--- config.mk ---
export PLATFORM = sky130hd
export DESIGN_NAME = ewma_bitrate_estimator_top
export DESIGN_NICKNAME = d
export VERILOG_FILES = /design/src/hdl/ewbe_pkg.sv /design/src/hdl/ewbe_mul.sv /design/src/hdl/ewbe_ctrl.sv /design/src/hdl/ewbe_dp.sv /design/src/hdl/ewma_bitrate_estimator_top.sv
export VERILOG_INCLUDE_DIRS = /design/src /design/src/hdl
export SDC_FILE = /design/constraint.sdc
export NUM_CORES = 2
export LEC_CHECK = 0
export BUFFER_PORTS_ARGS = -buffer_cell sky130_fd_sc_hd__buf_2
export CORE_AREA = 4 4 260 262
export CTS_BUF_LIST = sky130_fd_sc_hd__clkbuf_8
export CTS_CLUSTER_DIAMETER = 50
export DETAILED_ROUTE_END_ITERATION = 6
export DIE_AREA = 0 0 264 266
export PLACE_DENSITY_LB_ADDON = 0.25
export SYNTH_ARGS = -nofsm -noshare
export SYNTH_HDL_FRONTEND = slang
export SYNTH_SLANG_ARGS = --single-unit
--- constraint.sdc ---
create_clock -name clk -period 10.2 [get_ports clk]
set_clock_uncertainty 0.2 [all_clocks]
set_input_delay 1.02 -clock clk [delete_from_list [all_inputs] [get_ports clk]]
set_output_delay 1.02 -clock clk [all_outputs]
set_load 0.05 [all_outputs]
--- src/hdl/assert_macros.svh ---
// Assertion macros shared by the estimator RTL.
`ifndef ASSERT_MACROS_SVH
`define ASSERT_MACROS_SVH

// Same-cycle implication, checked on every rising edge outside reset.
`define ASSERT_IMPL(label, clk, rst_n, ante, cons, msg) \
  label: assert property (@(posedge clk) disable iff (!rst_n) (ante) |-> (cons)) \
    else $error(msg);

// Next-cycle implication, checked on every rising edge outside reset.
`define ASSERT_NEXT(label, clk, rst_n, ante, cons, msg) \
  label: assert property (@(posedge clk) disable iff (!rst_n) (ante) |=> (cons)) \
    else $error(msg);

`endif

--- src/hdl/ewbe_pkg.sv ---
// Package with the types and constants of the EWMA bitrate estimator.
`default_nettype none

package ewbe_pkg;

  // Weight of the newest sample after reset (0.2 in Q0.16).
  localparam logic [15:0] WEIGHT_RESET = 16'd13107;

  // Target bitrate: factor (1600 - Lq) up to the knee, 1120 above it.
  localparam logic [15:0] LAT_KNEE     = 16'd480;
  localparam logic [10:0] TGT_BASE     = 11'd1600;
  localparam logic [10:0] TGT_HIGH     = 11'd1120;
  localparam logic [16:0] TGT_MIN      = 17'd300;
  localparam logic [16:0] TGT_MAX      = 17'd20000;

  // Chunk window in 1/16 ms and chunk limits in bytes.
  localparam logic [16:0] WIN_MIN      = 17'd1600;
  localparam logic [16:0] WIN_MAX      = 17'd32000;
  localparam logic [16:0] CHUNK_MIN    = 17'd1024;
  localparam logic [16:0] CHUNK_MAX    = 17'd65536;

  // Division by 125 through a reciprocal: q0 = (m * DIV_M) >> DIV_SHIFT,
  // off by at most one below for m under 2^23. DIV_SAT caps m so that
  // the quotient lands above every clamp limit, just above the chunk limit.
  localparam logic [6:0]  DIV_D        = 7'd125;
  localparam logic [16:0] DIV_M        = 17'd67108;
  localparam int          DIV_SHIFT    = 23;
  localparam logic [22:0] DIV_SAT      = 23'd8192125;

  // Controller states.
  typedef enum logic [3:0] {
    S_IDLE,
    S_BW,
    S_LAT,
    S_LUPD,
    S_TMUL,
    S_TDIV,
    S_TFIX,
    S_CDIV,
    S_CFIX,
    S_EMIT
  } state_t;

  // Operand pair for the shared multiplier.
  typedef enum logic [2:0] {
    MUL_BW,
    MUL_LAT,
    MUL_TGT,
    MUL_CHK,
    MUL_RECIP
  } mul_sel_t;

  // Commands from the controller to the datapath.
  typedef struct packed {
    logic     load_in;
    logic     mul_en;
    mul_sel_t mul_sel;
    logic     upd_bw;
    logic     upd_lat;
    logic     div_load;
    logic     div_chunk;
    logic     fix_tgt;
    logic     fix_chk;
    logic     emit;
  } cmd_t;

  // Status from the datapath to the controller.
  typedef struct packed {
    logic out_busy;
  } sts_t;

endpackage

`default_nettype wire

--- src/hdl/ewbe_mul.sv ---
// Shared unsigned multiplier with a registered product.
`default_nettype none

module ewbe_mul #(
  parameter int A_W = 28,
  parameter int B_W = 17
) (
  input  wire logic                 clk,
  input  wire logic                 en,
  input  wire logic [A_W-1:0]       a,
  input  wire logic [B_W-1:0]       b,
  output logic      [A_W+B_W-1:0]   p
);

  logic [A_W+B_W-1:0] p_r;
  logic [A_W+B_W-1:0] p_nxt;

  // Full-width product of the selected operand pair.
  assign p_nxt = (A_W+B_W)'(a) * (A_W+B_W)'(b);

  // Product register, loaded only on a multiply step.
  always_ff @(posedge clk) begin
    if (en) begin
      p_r <= p_nxt;
    end
  end

  assign p = p_r;

endmodule

`default_nettype wire

--- src/hdl/ewbe_ctrl.sv ---
// Sequencing state machine of the EWMA bitrate estimator.
`default_nettype none
`include "assert_macros.svh"

module ewbe_ctrl (
  input  wire logic           clk,
  input  wire logic           rst_n,
  input  wire logic           in_tvalid,
  output logic                in_tready,
  input  wire ewbe_pkg::sts_t sts,
  output ewbe_pkg::cmd_t      cmd
);

  import ewbe_pkg::*;

  state_t state_r;
  state_t state_nxt;

  // State register.
  always_ff @(posedge clk) begin
    if (!rst_n) begin
      state_r <= S_IDLE;
    end else begin
      state_r <= state_nxt;
    end
  end

  // Next state: one fixed pass per sample, then wait for the output slot.
  always_comb begin
    state_nxt = state_r;
    case (state_r)
      S_IDLE: begin
        if (in_tvalid) begin
          state_nxt = S_BW;
        end
      end
      S_BW:   state_nxt = S_LAT;
      S_LAT:  state_nxt = S_LUPD;
      S_LUPD: state_nxt = S_TMUL;
      S_TMUL: state_nxt = S_TDIV;
      S_TDIV: state_nxt = S_TFIX;
      S_TFIX: state_nxt = S_CDIV;
      S_CDIV: state_nxt = S_CFIX;
      S_CFIX: state_nxt = S_EMIT;
      S_EMIT: begin
        if (!sts.out_busy) begin
          state_nxt = S_IDLE;
        end
      end
      default: state_nxt = S_IDLE;
    endcase
  end

  // Command outputs for each state.
  always_comb begin
    in_tready     = 1'b0;
    cmd           = '0;
    cmd.mul_sel   = MUL_BW;
    case (state_r)
      S_IDLE: begin
        in_tready   = 1'b1;
        cmd.load_in = in_tvalid;
      end
      S_BW: begin
        cmd.mul_en  = 1'b1;
        cmd.mul_sel = MUL_BW;
      end
      S_LAT: begin
        cmd.upd_bw  = 1'b1;
        cmd.mul_en  = 1'b1;
        cmd.mul_sel = MUL_LAT;
      end
      S_LUPD: begin
        cmd.upd_lat = 1'b1;
      end
      S_TMUL: begin
        cmd.mul_en  = 1'b1;
        cmd.mul_sel = MUL_TGT;
      end
      S_TDIV: begin
        cmd.div_load = 1'b1;
        cmd.mul_en   = 1'b1;
        cmd.mul_sel  = MUL_RECIP;
      end
      S_TFIX: begin
        cmd.fix_tgt = 1'b1;
        cmd.mul_en  = 1'b1;
        cmd.mul_sel = MUL_CHK;
      end
      S_CDIV: begin
        cmd.div_load  = 1'b1;
        cmd.div_chunk = 1'b1;
        cmd.mul_en    = 1'b1;
        cmd.mul_sel   = MUL_RECIP;
      end
      S_CFIX: begin
        cmd.fix_chk = 1'b1;
      end
      S_EMIT: begin
        cmd.emit = !sts.out_busy;
      end
      default: begin
        in_tready = 1'b0;
      end
    endcase
  end

  // An accepted beat always starts the bandwidth step next.
  `ASSERT_NEXT(a_accept_starts, clk, rst_n, in_tvalid && in_tready, state_r == S_BW, "accepted beat did not start the update")
  // The latency average is updated right after the bandwidth average.
  `ASSERT_IMPL(a_lat_after_bw, clk, rst_n, cmd.upd_lat, $past(cmd.upd_bw), "latency update out of order")

endmodule

`default_nettype wire

--- src/hdl/ewbe_dp.sv ---
// Datapath of the EWMA bitrate estimator: averages, shared multiplier, results.
`default_nettype none
`include "assert_macros.svh"

module ewbe_dp #(
  parameter int EXTRA_FRACTION_BITS = 8
) (
  input  wire logic           clk,
  input  wire logic           rst_n,
  input  wire logic           cfg_wr_en,
  input  wire logic [15:0]    cfg_wr_data,
  input  wire logic [19:0]    in_bw,
  input  wire logic [15:0]    in_lat,
  input  wire ewbe_pkg::cmd_t cmd,
  output ewbe_pkg::sts_t      sts,
  output logic                out_tvalid,
  input  wire logic           out_tready,
  output logic [19:0]         out_avg_bw,
  output logic [15:0]         out_avg_lat,
  output logic [14:0]         out_tgt,
  output logic [16:0]         out_chunk
);

  import ewbe_pkg::*;

  localparam int F     = EXTRA_FRACTION_BITS;
  localparam int BW_W  = 20 + F;
  localparam int LAT_W = 16 + F;
  localparam int AW    = (BW_W > DIV_SHIFT) ? BW_W : DIV_SHIFT;
  localparam int MB_W  = 17;
  localparam int PW    = AW + MB_W;

  // Control state.
  logic [15:0]      weight_r;
  logic [BW_W-1:0]  acc_bw_r;
  logic [LAT_W-1:0] acc_lat_r;
  logic             out_valid_r;

  // Payload registers.
  logic [19:0]      bw_in_r;
  logic [15:0]      lat_in_r;
  logic             neg_r;
  logic [22:0]      m_r;
  logic [14:0]      tgt_r;
  logic [16:0]      chunk_r;
  logic [19:0]      out_bw_r;
  logic [15:0]      out_lat_r;
  logic [14:0]      out_tgt_r;
  logic [16:0]      out_chunk_r;

  logic [BW_W-1:0]  fresh_bw, bw_mag;
  logic [LAT_W-1:0] fresh_lat, lat_mag;
  logic             bw_neg, lat_neg, mul_neg;
  logic [15:0]      lq;
  logic [10:0]      tgt_factor;
  logic [16:0]      lq2, win;
  logic [PW-1:0]    p, p_hi, p_ceil, m_raw;
  logic [22:0]      m_sat;
  logic [AW-1:0]    mul_a;
  logic [MB_W-1:0]  mul_b;
  logic [BW_W-1:0]  acc_bw_nxt;
  logic [LAT_W-1:0] acc_lat_nxt;
  logic [16:0]      q0, q;
  logic [24:0]      q_ext, q125, rem;
  logic [14:0]      tgt_nxt;
  logic [16:0]      chunk_nxt;

  // Difference between the new sample and the average, as sign and magnitude.
  assign fresh_bw  = {bw_in_r, {F{1'b0}}};
  assign fresh_lat = {lat_in_r, {F{1'b0}}};
  assign bw_neg    = acc_bw_r > fresh_bw;
  assign lat_neg   = acc_lat_r > fresh_lat;
  assign bw_mag    = bw_neg ? (acc_bw_r - fresh_bw) : (fresh_bw - acc_bw_r);
  assign lat_mag   = lat_neg ? (acc_lat_r - fresh_lat) : (fresh_lat - acc_lat_r);

  // Latency output and the two factors derived from it.
  assign lq         = acc_lat_r[LAT_W-1:F];
  assign tgt_factor = (lq <= LAT_KNEE) ? (TGT_BASE - lq[10:0]) : TGT_HIGH;
  assign lq2        = {lq, 1'b0};
  assign win        = (lq2 < WIN_MIN) ? WIN_MIN : ((lq2 > WIN_MAX) ? WIN_MAX : lq2);

  // Dividend for the divide-by-125 step, capped so it stays under 2^23.
  assign m_raw = cmd.div_chunk ? (p >> (F + 10)) : (p >> (F + 4));
  assign m_sat = (m_raw >= PW'(DIV_SAT)) ? DIV_SAT : m_raw[22:0];

  // Operand selection for the shared multiplier.
  always_comb begin
    mul_a   = '0;
    mul_b   = '0;
    mul_neg = 1'b0;
    case (cmd.mul_sel)
      MUL_BW: begin
        mul_a   = AW'(bw_mag);
        mul_b   = MB_W'(weight_r);
        mul_neg = bw_neg;
      end
      MUL_LAT: begin
        mul_a   = AW'(lat_mag);
        mul_b   = MB_W'(weight_r);
        mul_neg = lat_neg;
      end
      MUL_TGT: begin
        mul_a = AW'(acc_bw_r);
        mul_b = MB_W'(tgt_factor);
      end
      MUL_CHK: begin
        mul_a = AW'(acc_bw_r);
        mul_b = win;
      end
      MUL_RECIP: begin
        mul_a = AW'(m_sat);
        mul_b = DIV_M;
      end
      default: begin
        mul_a = '0;
      end
    endcase
  end

  ewbe_mul #(
    .A_W (AW),
    .B_W (MB_W)
  ) u_mul (
    .clk (clk),
    .en  (cmd.mul_en),
    .a   (mul_a),
    .b   (mul_b),
    .p   (p)
  );

  // Average update: add the floor of w*d/2^16, or subtract its ceiling when d < 0.
  assign p_hi        = p >> 16;
  assign p_ceil      = (p + PW'(16'hFFFF)) >> 16;
  assign acc_bw_nxt  = neg_r ? (acc_bw_r - p_ceil[BW_W-1:0]) : (acc_bw_r + p_hi[BW_W-1:0]);
  assign acc_lat_nxt = neg_r ? (acc_lat_r - p_ceil[LAT_W-1:0])
                             : (acc_lat_r + p_hi[LAT_W-1:0]);

  // Reciprocal quotient and its one-step correction.
  assign q0    = p[DIV_SHIFT +: 17];
  assign q_ext = 25'(q0);
  assign q125  = (q_ext << 7) - (q_ext << 2) + q_ext;
  assign rem   = 25'(m_r) - q125;
  assign q     = q0 + 17'(rem >= 25'(DIV_D));

  // Clamp of the two results.
  always_comb begin
    if (q < TGT_MIN) begin
      tgt_nxt = TGT_MIN[14:0];
    end else if (q > TGT_MAX) begin
      tgt_nxt = TGT_MAX[14:0];
    end else begin
      tgt_nxt = q[14:0];
    end
    if (q < CHUNK_MIN) begin
      chunk_nxt = CHUNK_MIN;
    end else if (q > CHUNK_MAX) begin
      chunk_nxt = CHUNK_MAX;
    end else begin
      chunk_nxt = q;
    end
  end

  // Weight, averages and output beat flag.
  always_ff @(posedge clk) begin
    if (!rst_n) begin
      weight_r    <= WEIGHT_RESET;
      acc_bw_r    <= '0;
      acc_lat_r   <= '0;
      out_valid_r <= 1'b0;
    end else begin
      if (cfg_wr_en) begin
        weight_r <= cfg_wr_data;
      end
      if (cmd.upd_bw) begin
        acc_bw_r <= acc_bw_nxt;
      end
      if (cmd.upd_lat) begin
        acc_lat_r <= acc_lat_nxt;
      end
      if (cmd.emit) begin
        out_valid_r <= 1'b1;
      end else if (out_tready) begin
        out_valid_r <= 1'b0;
      end
    end
  end

  // Sample, intermediate and output payload registers.
  always_ff @(posedge clk) begin
    if (cmd.load_in) begin
      bw_in_r  <= in_bw;
      lat_in_r <= in_lat;
    end
    if (cmd.mul_en) begin
      neg_r <= mul_neg;
    end
    if (cmd.div_load) begin
      m_r <= m_sat;
    end
    if (cmd.fix_tgt) begin
      tgt_r <= tgt_nxt;
    end
    if (cmd.fix_chk) begin
      chunk_r <= chunk_nxt;
    end
    if (cmd.emit) begin
      out_bw_r    <= acc_bw_r[BW_W-1:F];
      out_lat_r   <= lq;
      out_tgt_r   <= tgt_r;
      out_chunk_r <= chunk_r;
    end
  end

  assign sts.out_busy = out_valid_r && !out_tready;
  assign out_tvalid   = out_valid_r;
  assign out_avg_bw   = out_bw_r;
  assign out_avg_lat  = out_lat_r;
  assign out_tgt      = out_tgt_r;
  assign out_chunk    = out_chunk_r;

  // A result load always presents a beat on the next cycle.
  `ASSERT_NEXT(a_emit_valid, clk, rst_n, cmd.emit, out_valid_r, "result load lost")
  // Presented target bitrates lie within their clamp range, chunk sizes at or above their lower limit.
  `ASSERT_IMPL(a_out_range, clk, rst_n, out_valid_r, (17'(out_tgt_r) >= TGT_MIN) && (17'(out_tgt_r) <= TGT_MAX) && (out_chunk_r >= CHUNK_MIN), "result outside its clamp range")

endmodule

`default_nettype wire

--- src/hdl/ewma_bitrate_estimator_top.sv ---
// EWMA bitrate estimator: smooths bandwidth and latency samples and derives
// a target bitrate and a chunk size for each one.
//
// Input beat (in_*): bandwidth in kbps and latency in ms Q12.4. One result beat
// (out_*) follows each input beat: both averages, the target bitrate and the
// chunk size. The weight of the newest sample is written on cfg_wr_en.
//
// Timing: one multiplier is shared by six products per sample (two average
// updates, two result products and two divides by 125 through a reciprocal).
// out_tvalid rises in the same cycle in which in_tready returns. in_tready is
// high only while the block is idle, so a new sample is not taken until the
// last one is finished and its result is loaded into the output register.
//
// Output: the result sits in its own register; a new sample is taken while an
// earlier result still waits. If the receiver stalls, the block holds the
// next finished result until the output register is free.
//
// Reset (rst_n low at a clock edge) clears both averages to zero and sets the
// weight to 0.2; no output beat is pending afterwards.
`default_nettype none

module ewma_bitrate_estimator_top #(
  parameter int EXTRA_FRACTION_BITS = 8
) (
  input  wire logic        clk,
  input  wire logic        rst_n,
  input  wire logic        cfg_wr_en,
  input  wire logic [15:0] cfg_wr_data,
  input  wire logic        in_tvalid,
  output logic             in_tready,
  input  wire logic [39:0] in_tdata,   // bandwidth_kbps[19:0], latency_ms_q4[35:20], pad
  output logic             out_tvalid,
  input  wire logic        out_tready,
  output logic [71:0]      out_tdata   // avg_bandwidth_kbps[19:0], avg_latency_ms_q4[35:20],
                                       // target_bitrate_kbps[50:36], chunk_bytes[67:51], pad
);

  import ewbe_pkg::*;

  cmd_t        cmd;
  sts_t        sts;
  logic [19:0] out_avg_bw;
  logic [15:0] out_avg_lat;
  logic [14:0] out_tgt;
  logic [16:0] out_chunk;

  // Sequencer.
  ewbe_ctrl u_ctrl (
    .clk       (clk),
    .rst_n     (rst_n),
    .in_tvalid (in_tvalid),
    .in_tready (in_tready),
    .sts       (sts),
    .cmd       (cmd)
  );

  // Arithmetic and storage.
  ewbe_dp #(
    .EXTRA_FRACTION_BITS (EXTRA_FRACTION_BITS)
  ) u_dp (
    .clk         (clk),
    .rst_n       (rst_n),
    .cfg_wr_en   (cfg_wr_en),
    .cfg_wr_data (cfg_wr_data),
    .in_bw       (in_tdata[19:0]),
    .in_lat      (in_tdata[35:20]),
    .cmd         (cmd),
    .sts         (sts),
    .out_tvalid  (out_tvalid),
    .out_tready  (out_tready),
    .out_avg_bw  (out_avg_bw),
    .out_avg_lat (out_avg_lat),
    .out_tgt     (out_tgt),
    .out_chunk   (out_chunk)
  );

  // Result beat packing, first field in the lowest bits.
  assign out_tdata = {4'b0, out_chunk, out_tgt, out_avg_lat, out_avg_bw};

endmodule

`default_nettype wire

# Word-level counts from Yosys, hierarchy flattened
# Index checks and enable logic that the tools add are counted.
[op_classes]
add_sub_neg = 14
n_mul = 1
n_eq_ne = 15
mux = 29
n_reduce_logical = 12
magnitude_cmp = 11
[ops]
columns = ["operator", "count"]
rows = [
  ["28-bit one-hot mux with 4 select lines", 1],
  ["28-bit subtractor", 3],
  ["24-bit subtractor", 3],
  ["17-bit one-hot mux with 4 select lines", 1],
  ["28-bit two-way mux", 2],
  ["17-bit two-way mux", 3],
  ["24-bit two-way mux", 2],
  ["45-bit by 23-bit >= comparator with 1-bit output, second input constant", 1],
  ["28-bit by 17-bit multiplier with 45-bit output", 1],
  ["44-bit by 16-bit adder with 44-bit output, second input constant", 1],
  ["4-bit one-hot mux with 10 select lines", 1],
  ["17-bit by 15-bit greater-than comparator with 1-bit output, second input constant", 2],
  ["17-bit by 11-bit < comparator with 1-bit output, second input constant", 2],
  ["33-bit two-way mux", 1],
  ["28-bit adder", 1],
  ["28-bit greater-than comparator", 1],
  ["25-bit by 17-bit adder with 25-bit output", 1],
  ["25-bit by 7-bit >= comparator with 1-bit output, second input constant", 1],
  ["23-bit by 25-bit subtractor with 25-bit output", 1],
  ["24-bit by 19-bit subtractor with 25-bit output", 1],
  ["24-bit adder", 1],
  ["24-bit greater-than comparator", 1],
  ["23-bit two-way mux", 1],
  ["4-bit one-hot mux with 5 select lines", 1],
  ["other kinds (25)", 48],
]
[totals]
reg_bits = 278
inputBits = 61
elab_cells = 100
out_inout_bits = 74

# Depth between registers and ports, before layout
[logic_depth]
ltp_word = 7
depth_mapped = 37
ltp_nobuf = 34

# Modules after synthesis
# Synthesis repeated with hierarchy kept, for this count alone.
[unflattened]
cells_unflattened = 4023
area_unflattened_um2 = 35900.7
[by_module_without_submodules]
columns = ["mod", "instances", "seq_area_each_um2", "area_per_inst_um2", "cells_each"]
rows = [
  ["ewbe_dp", 1, 6185.9, 18990.7, 2141],
  ["ewbe_mul", 1, 1351.3, 16588.4, 1838],
  ["ewbe_ctrl", 1, 80.1, 287.8, 39],
  ["ewma_bitrate_estimator_top", 1, 0.0, 33.8, 5],
]

# Worst setup path after synthesis
# No wires, ideal clock.
[synth_path]
path_type = "register -> register"
start = "reg u_dp.acc_bw_r[8]"
end = "reg u_dp.u_mul.p_r[44], in the netlist u_dp.u_mul.p[44], data pin"
slack_ns = 1.505
path_buffers = 3
setup_time_ns = 0.260
stages_incl_launch_ff = 37
arrival_ns = 8.236
period_less_slack_ns = 8.695
required_ns = 9.740
path_cell_list = "dfxtp_1 > inv_1 > ha_1 > fa_1 > nor2b_1 > o2111ai_1 > and3_1 > nor4b_2 > o21a_1 > buf_2 > buf_6 > o21ai_0 > a31oi_1 > a211o_1 > clkbuf_1 > nand2_1 > fa_1 > inv_1 > fa_1 > inv_1 > fa_1 > inv_1 > fa_1 > fa_1 > inv_1 > fa_1 > inv_1 > ha_1 > a21o_1 > a31o_2 > a221oi_1 > o21ai_0 > a311oi_1 > nor2_1 > nand3_1 > o21ai_0 > xnor2_1"
[synth_via]
elab_chain_cells = 4
word_cells_on_any_way = 6
cone_classes = "add/sub (2); mul (1); order compare (1); mux (2)"
[synth_lines]
columns = ["item", "line_no", "text"]
rows = [
  ["from (decl)", "ewbe_dp.sv:35", "logic [BW_W-1:0] acc_bw_r;"],
  ["from (signal assigned)", "ewbe_dp.sv:175", "acc_bw_r <= acc_bw_nxt;"],
  ["28-bit subtractor or 28-bit greater-than comparator (tied branches)", "ewbe_dp.sv:73, ewbe_dp.sv:71", ""],
  ["28-bit two-way mux", "ewbe_dp.sv:73", "assign bw_mag = bw_neg ? (acc_bw_r - fresh_bw) : (fresh_bw - acc_bw_r);"],
  ["28-bit one-hot mux with 4 select lines (*)", "ewbe_dp.sv:91", "case (cmd.mul_sel)"],
  ["28-bit by 17-bit multiplier with 45-bit output (*)", "ewbe_mul.sv:19", "assign p_nxt = (A_W+B_W)'(a) * (A_W+B_W)'(b);"],
  ["net u_dp.u_mul.p_nxt[44]", "ewbe_mul.sv:16", "logic [A_W+B_W-1:0] p_nxt;"],
  ["to (signal assigned)", "ewbe_mul.sv:24", "p_r <= p_nxt;"],
  ["to (decl)", "ewbe_mul.sv:15", "logic [A_W+B_W-1:0] p_r;"],
]
# Mark *: on every way through the listed nets, which the timed path passes. The rest lies on a longest branch.
# A chain may end at the register's enable or synchronous reset.

# Worst setup path in the final report
[layout_path]
start = "reg u_dp.lat_in_r[0]"
end = "reg u_dp.u_mul.p_r[42], in the netlist u_dp.u_mul.p[42], data pin"
[layout_via]
elab_chain_cells = 4
word_cells_on_any_way = 6
cone_classes = "add/sub (2); mul (1); order compare (1); mux (2)"
[layout_lines]
columns = ["item", "line_no", "text"]
rows = [
  ["from (decl)", "ewbe_dp.sv:41", "logic [15:0] lat_in_r;"],
  ["from (signal assigned)", "ewbe_dp.sv:192", "lat_in_r <= in_lat;"],
  ["24-bit subtractor or 24-bit greater-than comparator (tied branches)", "ewbe_dp.sv:74, ewbe_dp.sv:72", ""],
  ["24-bit two-way mux (*)", "ewbe_dp.sv:74", "assign lat_mag = lat_neg ? (acc_lat_r - fresh_lat) : (fresh_lat - acc_lat_r);"],
  ["28-bit one-hot mux with 4 select lines (*)", "ewbe_dp.sv:91", ""],
  ["28-bit by 17-bit multiplier with 45-bit output (*)", "ewbe_mul.sv:19", ""],
  ["net u_dp.u_mul.p_nxt[42]", "ewbe_mul.sv:16", ""],
]
# Marked as above.

==> impl_metrics.py <==
metrics = {
    "logic_synthesis": {
        "async_flop_share_pct": 0,
        "synth_top_flop_cell": "edfxtp_1",
        "synth_edf_count": 205,
        "syn_avg_cell_area_um2": 8.75,
        "ys_seq_area_share_pct": 20.9,
        "synthCells": 4160,
        "ys_seq_elements": 278,
        "yosysWarnings": 0,
        "synth.distinct_cells": 92,
        "syn_area_um2": 36400,
    },
    "finish": {
        "nets": 5235,
        "area_growth_pct": 12.9,
        "drive_gt1_share_pct": 13.3,
        "design_area_um2": 41100,
    },
    "critical_path": {
        "cp-start-kind": "register",
        "max_stage_delay_ns": 0.55,
        "worstPathMaxFanout": 5,
        "critPathKind": "register to register",
        "crit_slowest_cell": "fa_1",
        "end_kind": "register",
        "crit_top_cell": "fa_1",
        "worst_ep_arrival_time_ns": 10.03,
        "required_ns": 10.38,
    },
    "detailed_routing": {
        "initialDrtViolationCount": 3653,
        "wl_um": 125000,
        "wire_per_inst_um": 23.2,
        "firstDrtPassIters": 7,
        "num_vias": 32300,
        "drc_errors": 6,
        "via_per_inst": 6.00,
        "drtAntennaViolNets": 0,
    },
    "global_route": {
        "grtUsageMet1_pct": 49.3,
        "antenna_found_initial": 7,
        "grt_max_degree": 69,
        "grt_usage_pct": 35.4,
        "grt_pass1_wl_um": 190000,
        "grt_pass1_vias": 31600,
        "grt-ovfl-total": 0,
        "grt_use_met2_pct": 52.8,
        "met3_usage_pct": 10.5,
        "busiest_layer": "met2",
    },
    "clock_network": {
        "cts_hold_buf": 0,
        "cts-htree-levels": 2,
        "numCtsBuffers": 51,
        "root_buffer": "clkbuf_8",
        "clkSinkCount": 278,
        "clkLatencyLatePin_ns": 0.67,
        "clk_pin_slew_ns": 0.06,
        "cts_setup_buffers": 0,
        "cts_tree": "built",
        "clockBufferDepth": 3,
    },
    "min_path": {
        "hp-class": "register to register",
    },
    "outcome": {
        "failed_checks": "design-rule violations",
        "status": "complete, but fails checks",
    },
    "floorplanning": {
        "dieArea_um2": 70200,
        "coreArea_um2": 65400,
        "dieWidth_um": 264,
        "io_pins": 135,
        "die_y_um": 266,
        "initial_core_util_pct": 55.6,
        "num_rows": 94,
    },
    "placed_design": {
        "port_buffers": 126,
        "dpl.hpwl_um": 102000,
        "gp_congestion": 1.01,
        "placed_area_um2": 39900,
    },
    "timing": {
        "setup_viol": 0,
        "post-route-min-period_ns": 9.85,
        "worstMarginPinSlew_ns": 1.25,
        "drv_slew": 0,
        "fin_crit_sh_pct": 96.5,
        "final-hold-violation-count": 0,
        "fmax_mhz": 102,
        "max_slew_margin_pct": 15.6,
    },
    "flow_run": {
        "cap_violations": 0,
    },
}
[stage by stage]
step           utilization (%)  setup slack [ns]  hold slack [ns]  instances  TNS (ns)
2_1_floorplan                -              1.50            0.200       4167         0
3_3_place_gp              61.1             0.116            0.201       5280         0
3_5_place_dp              61.1             0.164            0.205       5280         0
4_1_cts                   62.7            0.0651            0.211       5376         0
5_1_grt                   62.8           -0.0137            0.216       5377   -0.0296
6_report                  62.8             0.354            0.204       5380         0
[final timing paths]
check,start,to,slack [ns],cells after the start
min,u_dp.chunk_r[15]$_SDFFCE_PP0P_,u_dp.out_chunk[15]$_DFFE_PP_,0.20,0
max reg2reg,u_dp.lat_in_r[0]$_DFFE_PP_,u_dp.u_mul.p[42]$_DFFE_PN_,0.35,36
max,u_dp.lat_in_r[0]$_DFFE_PP_,u_dp.u_mul.p[42]$_DFFE_PN_,0.35,36
min reg2reg,u_dp.chunk_r[15]$_SDFFCE_PP0P_,u_dp.out_chunk[15]$_DFFE_PP_,0.20,0
[Yosys cell counts (10+ instances only)]
master    count  share of area (%)
xnor2_1     109                2.6
or3_1        23               0.40
and2_1      138                2.4
a21boi_0     12               0.25
a31oi_1      42               0.72
a211oi_1     39               0.80
mux2i_1      39                1.1
fa_1        421                 23
o22ai_1      17               0.29
nand2_1     519                5.4
o221ai_1     13               0.31
o21ai_0     154                2.1
nor2_1      233                2.4
buf_2        45               0.62
nand2_2      10               0.17
nand2b_1     34               0.58
or2_2        14               0.24
ha_1        284                9.8
o21a_1       21               0.43
o211ai_1     35               0.72
nor2b_1      28               0.48
inv_1       643                6.6
nand4_1      39               0.67
a211o_1      11               0.26
nand3_1      87                1.2
xor2_1       62                1.5
and3_1       24               0.41
a21oi_1     219                3.0
a41oi_1      14               0.34
edfxtp_1    205                 17
a21o_1       95                2.0
a221o_1      12               0.33
o31ai_1      21               0.43
buf_1        11               0.11
nor3_1       73                1.0
o21bai_1     17               0.35
nor4_1       26               0.45
clkbuf_1    133                1.4
dfxtp_1      73                4.0
[worst max-delay path, delay by kind of cell, from the launching register on]
kind	cells	cell delay, ns
adders and majority gates	9	4.11
AOI/OAI and AO/OA	9	1.99
and+or+nand+nor	7	1.46
buffers and inverters	9	1.04
DFF	1	0.47
xor gates and xnor gates	2	0.28
[cell usage in the layout, fill, tap and decap left out, types with 42 or more instances in the layout]
cell type / count
o21ai_0: 152
a31oi_1: 42
fa_1: 421
a21oi_1: 217
xor2_1: 62
inv_1: 660
and2_1: 137
buf_4: 310
clkbuf_8: 56
a21o_1: 95
ha_1: 284
dfxtp_1: 73
nor3_1: 71
buf_2: 126
nor2_1: 232
nand2_1: 518
edfxtp_1: 205
xnor2_1: 109
nand3_1: 87
[state kept, by name, summed over array words and instances, names as in the netlist]
| register | flops |
|---|---|
| u_dp.lat_in_r | 16 |
| u_dp.neg_r | 1 |
| u_dp.chunk_r | 17 |
| u_dp.u_mul.p | 45 |
| u_dp.acc_lat_r | 24 |
| u_dp.out_tgt | 15 |
| u_dp.acc_bw_r | 28 |
| u_dp.weight_r | 16 |
| u_dp.tgt_r | 15 |
| u_dp.m_r | 23 |
| u_dp.out_avg_lat | 16 |
| u_ctrl.state_r | 4 |
| u_dp.bw_in_r | 20 |
| u_dp.out_tvalid | 1 |
| u_dp.out_chunk | 17 |
| u_dp.out_avg_bw | 20 |
[repair_timing]
item                                    CTS  global route
gates resized for setup                   0             9
endpoints found under the setup margin    0            12
endpoints found under the hold margin     0             0
[per-layer routing]
| metal | part of all wire, % | vias to the layer above |
|---|---|---|
| met1 | 40 | 15600 |
| met2 | 43 | 1830 |
| li1 | - | 14500 |
| met5 | 0.022 | - |
| met4 | 4.2 | 4 |
| met3 | 13 | 314 |
[cell families after synthesis]
| kind of cell | count (synthesis) | synth area share [%] |
|---|---|---|
| DFF | 278 | 20.9 |
| adders and majority gates | 705 | 32.9 |
| xor gates and xnor gates | 171 | 4.12 |
| other | 2 | 0.0206 |
| muxes | 43 | 1.20 |
| AOI/OAI and AO/OA | 815 | 14.7 |
| buffers and inverters | 848 | 9.06 |
| and+or+nand+nor | 1298 | 17.1 |
[layout make-up]
| class | instances | area [µm²] |
|---|---|---|
| diodes | 4 | 10.0 |
| clock buffers | 56 | 771 |
| clock inverters | 40 | 309 |
| fillers | 5715 | 24300 |
| inverters | 647 | 2430 |
| multi-input cells | 3041 | 25600 |
| flip-flops and latches | 278 | 7620 |
| well taps | 864 | 1080 |
| repair buffers | 450 | 3240 |
Power is left out: the tool's default activity adds up to more than one toggle a clock period on the data nets, which glitch-free logic cannot reach.
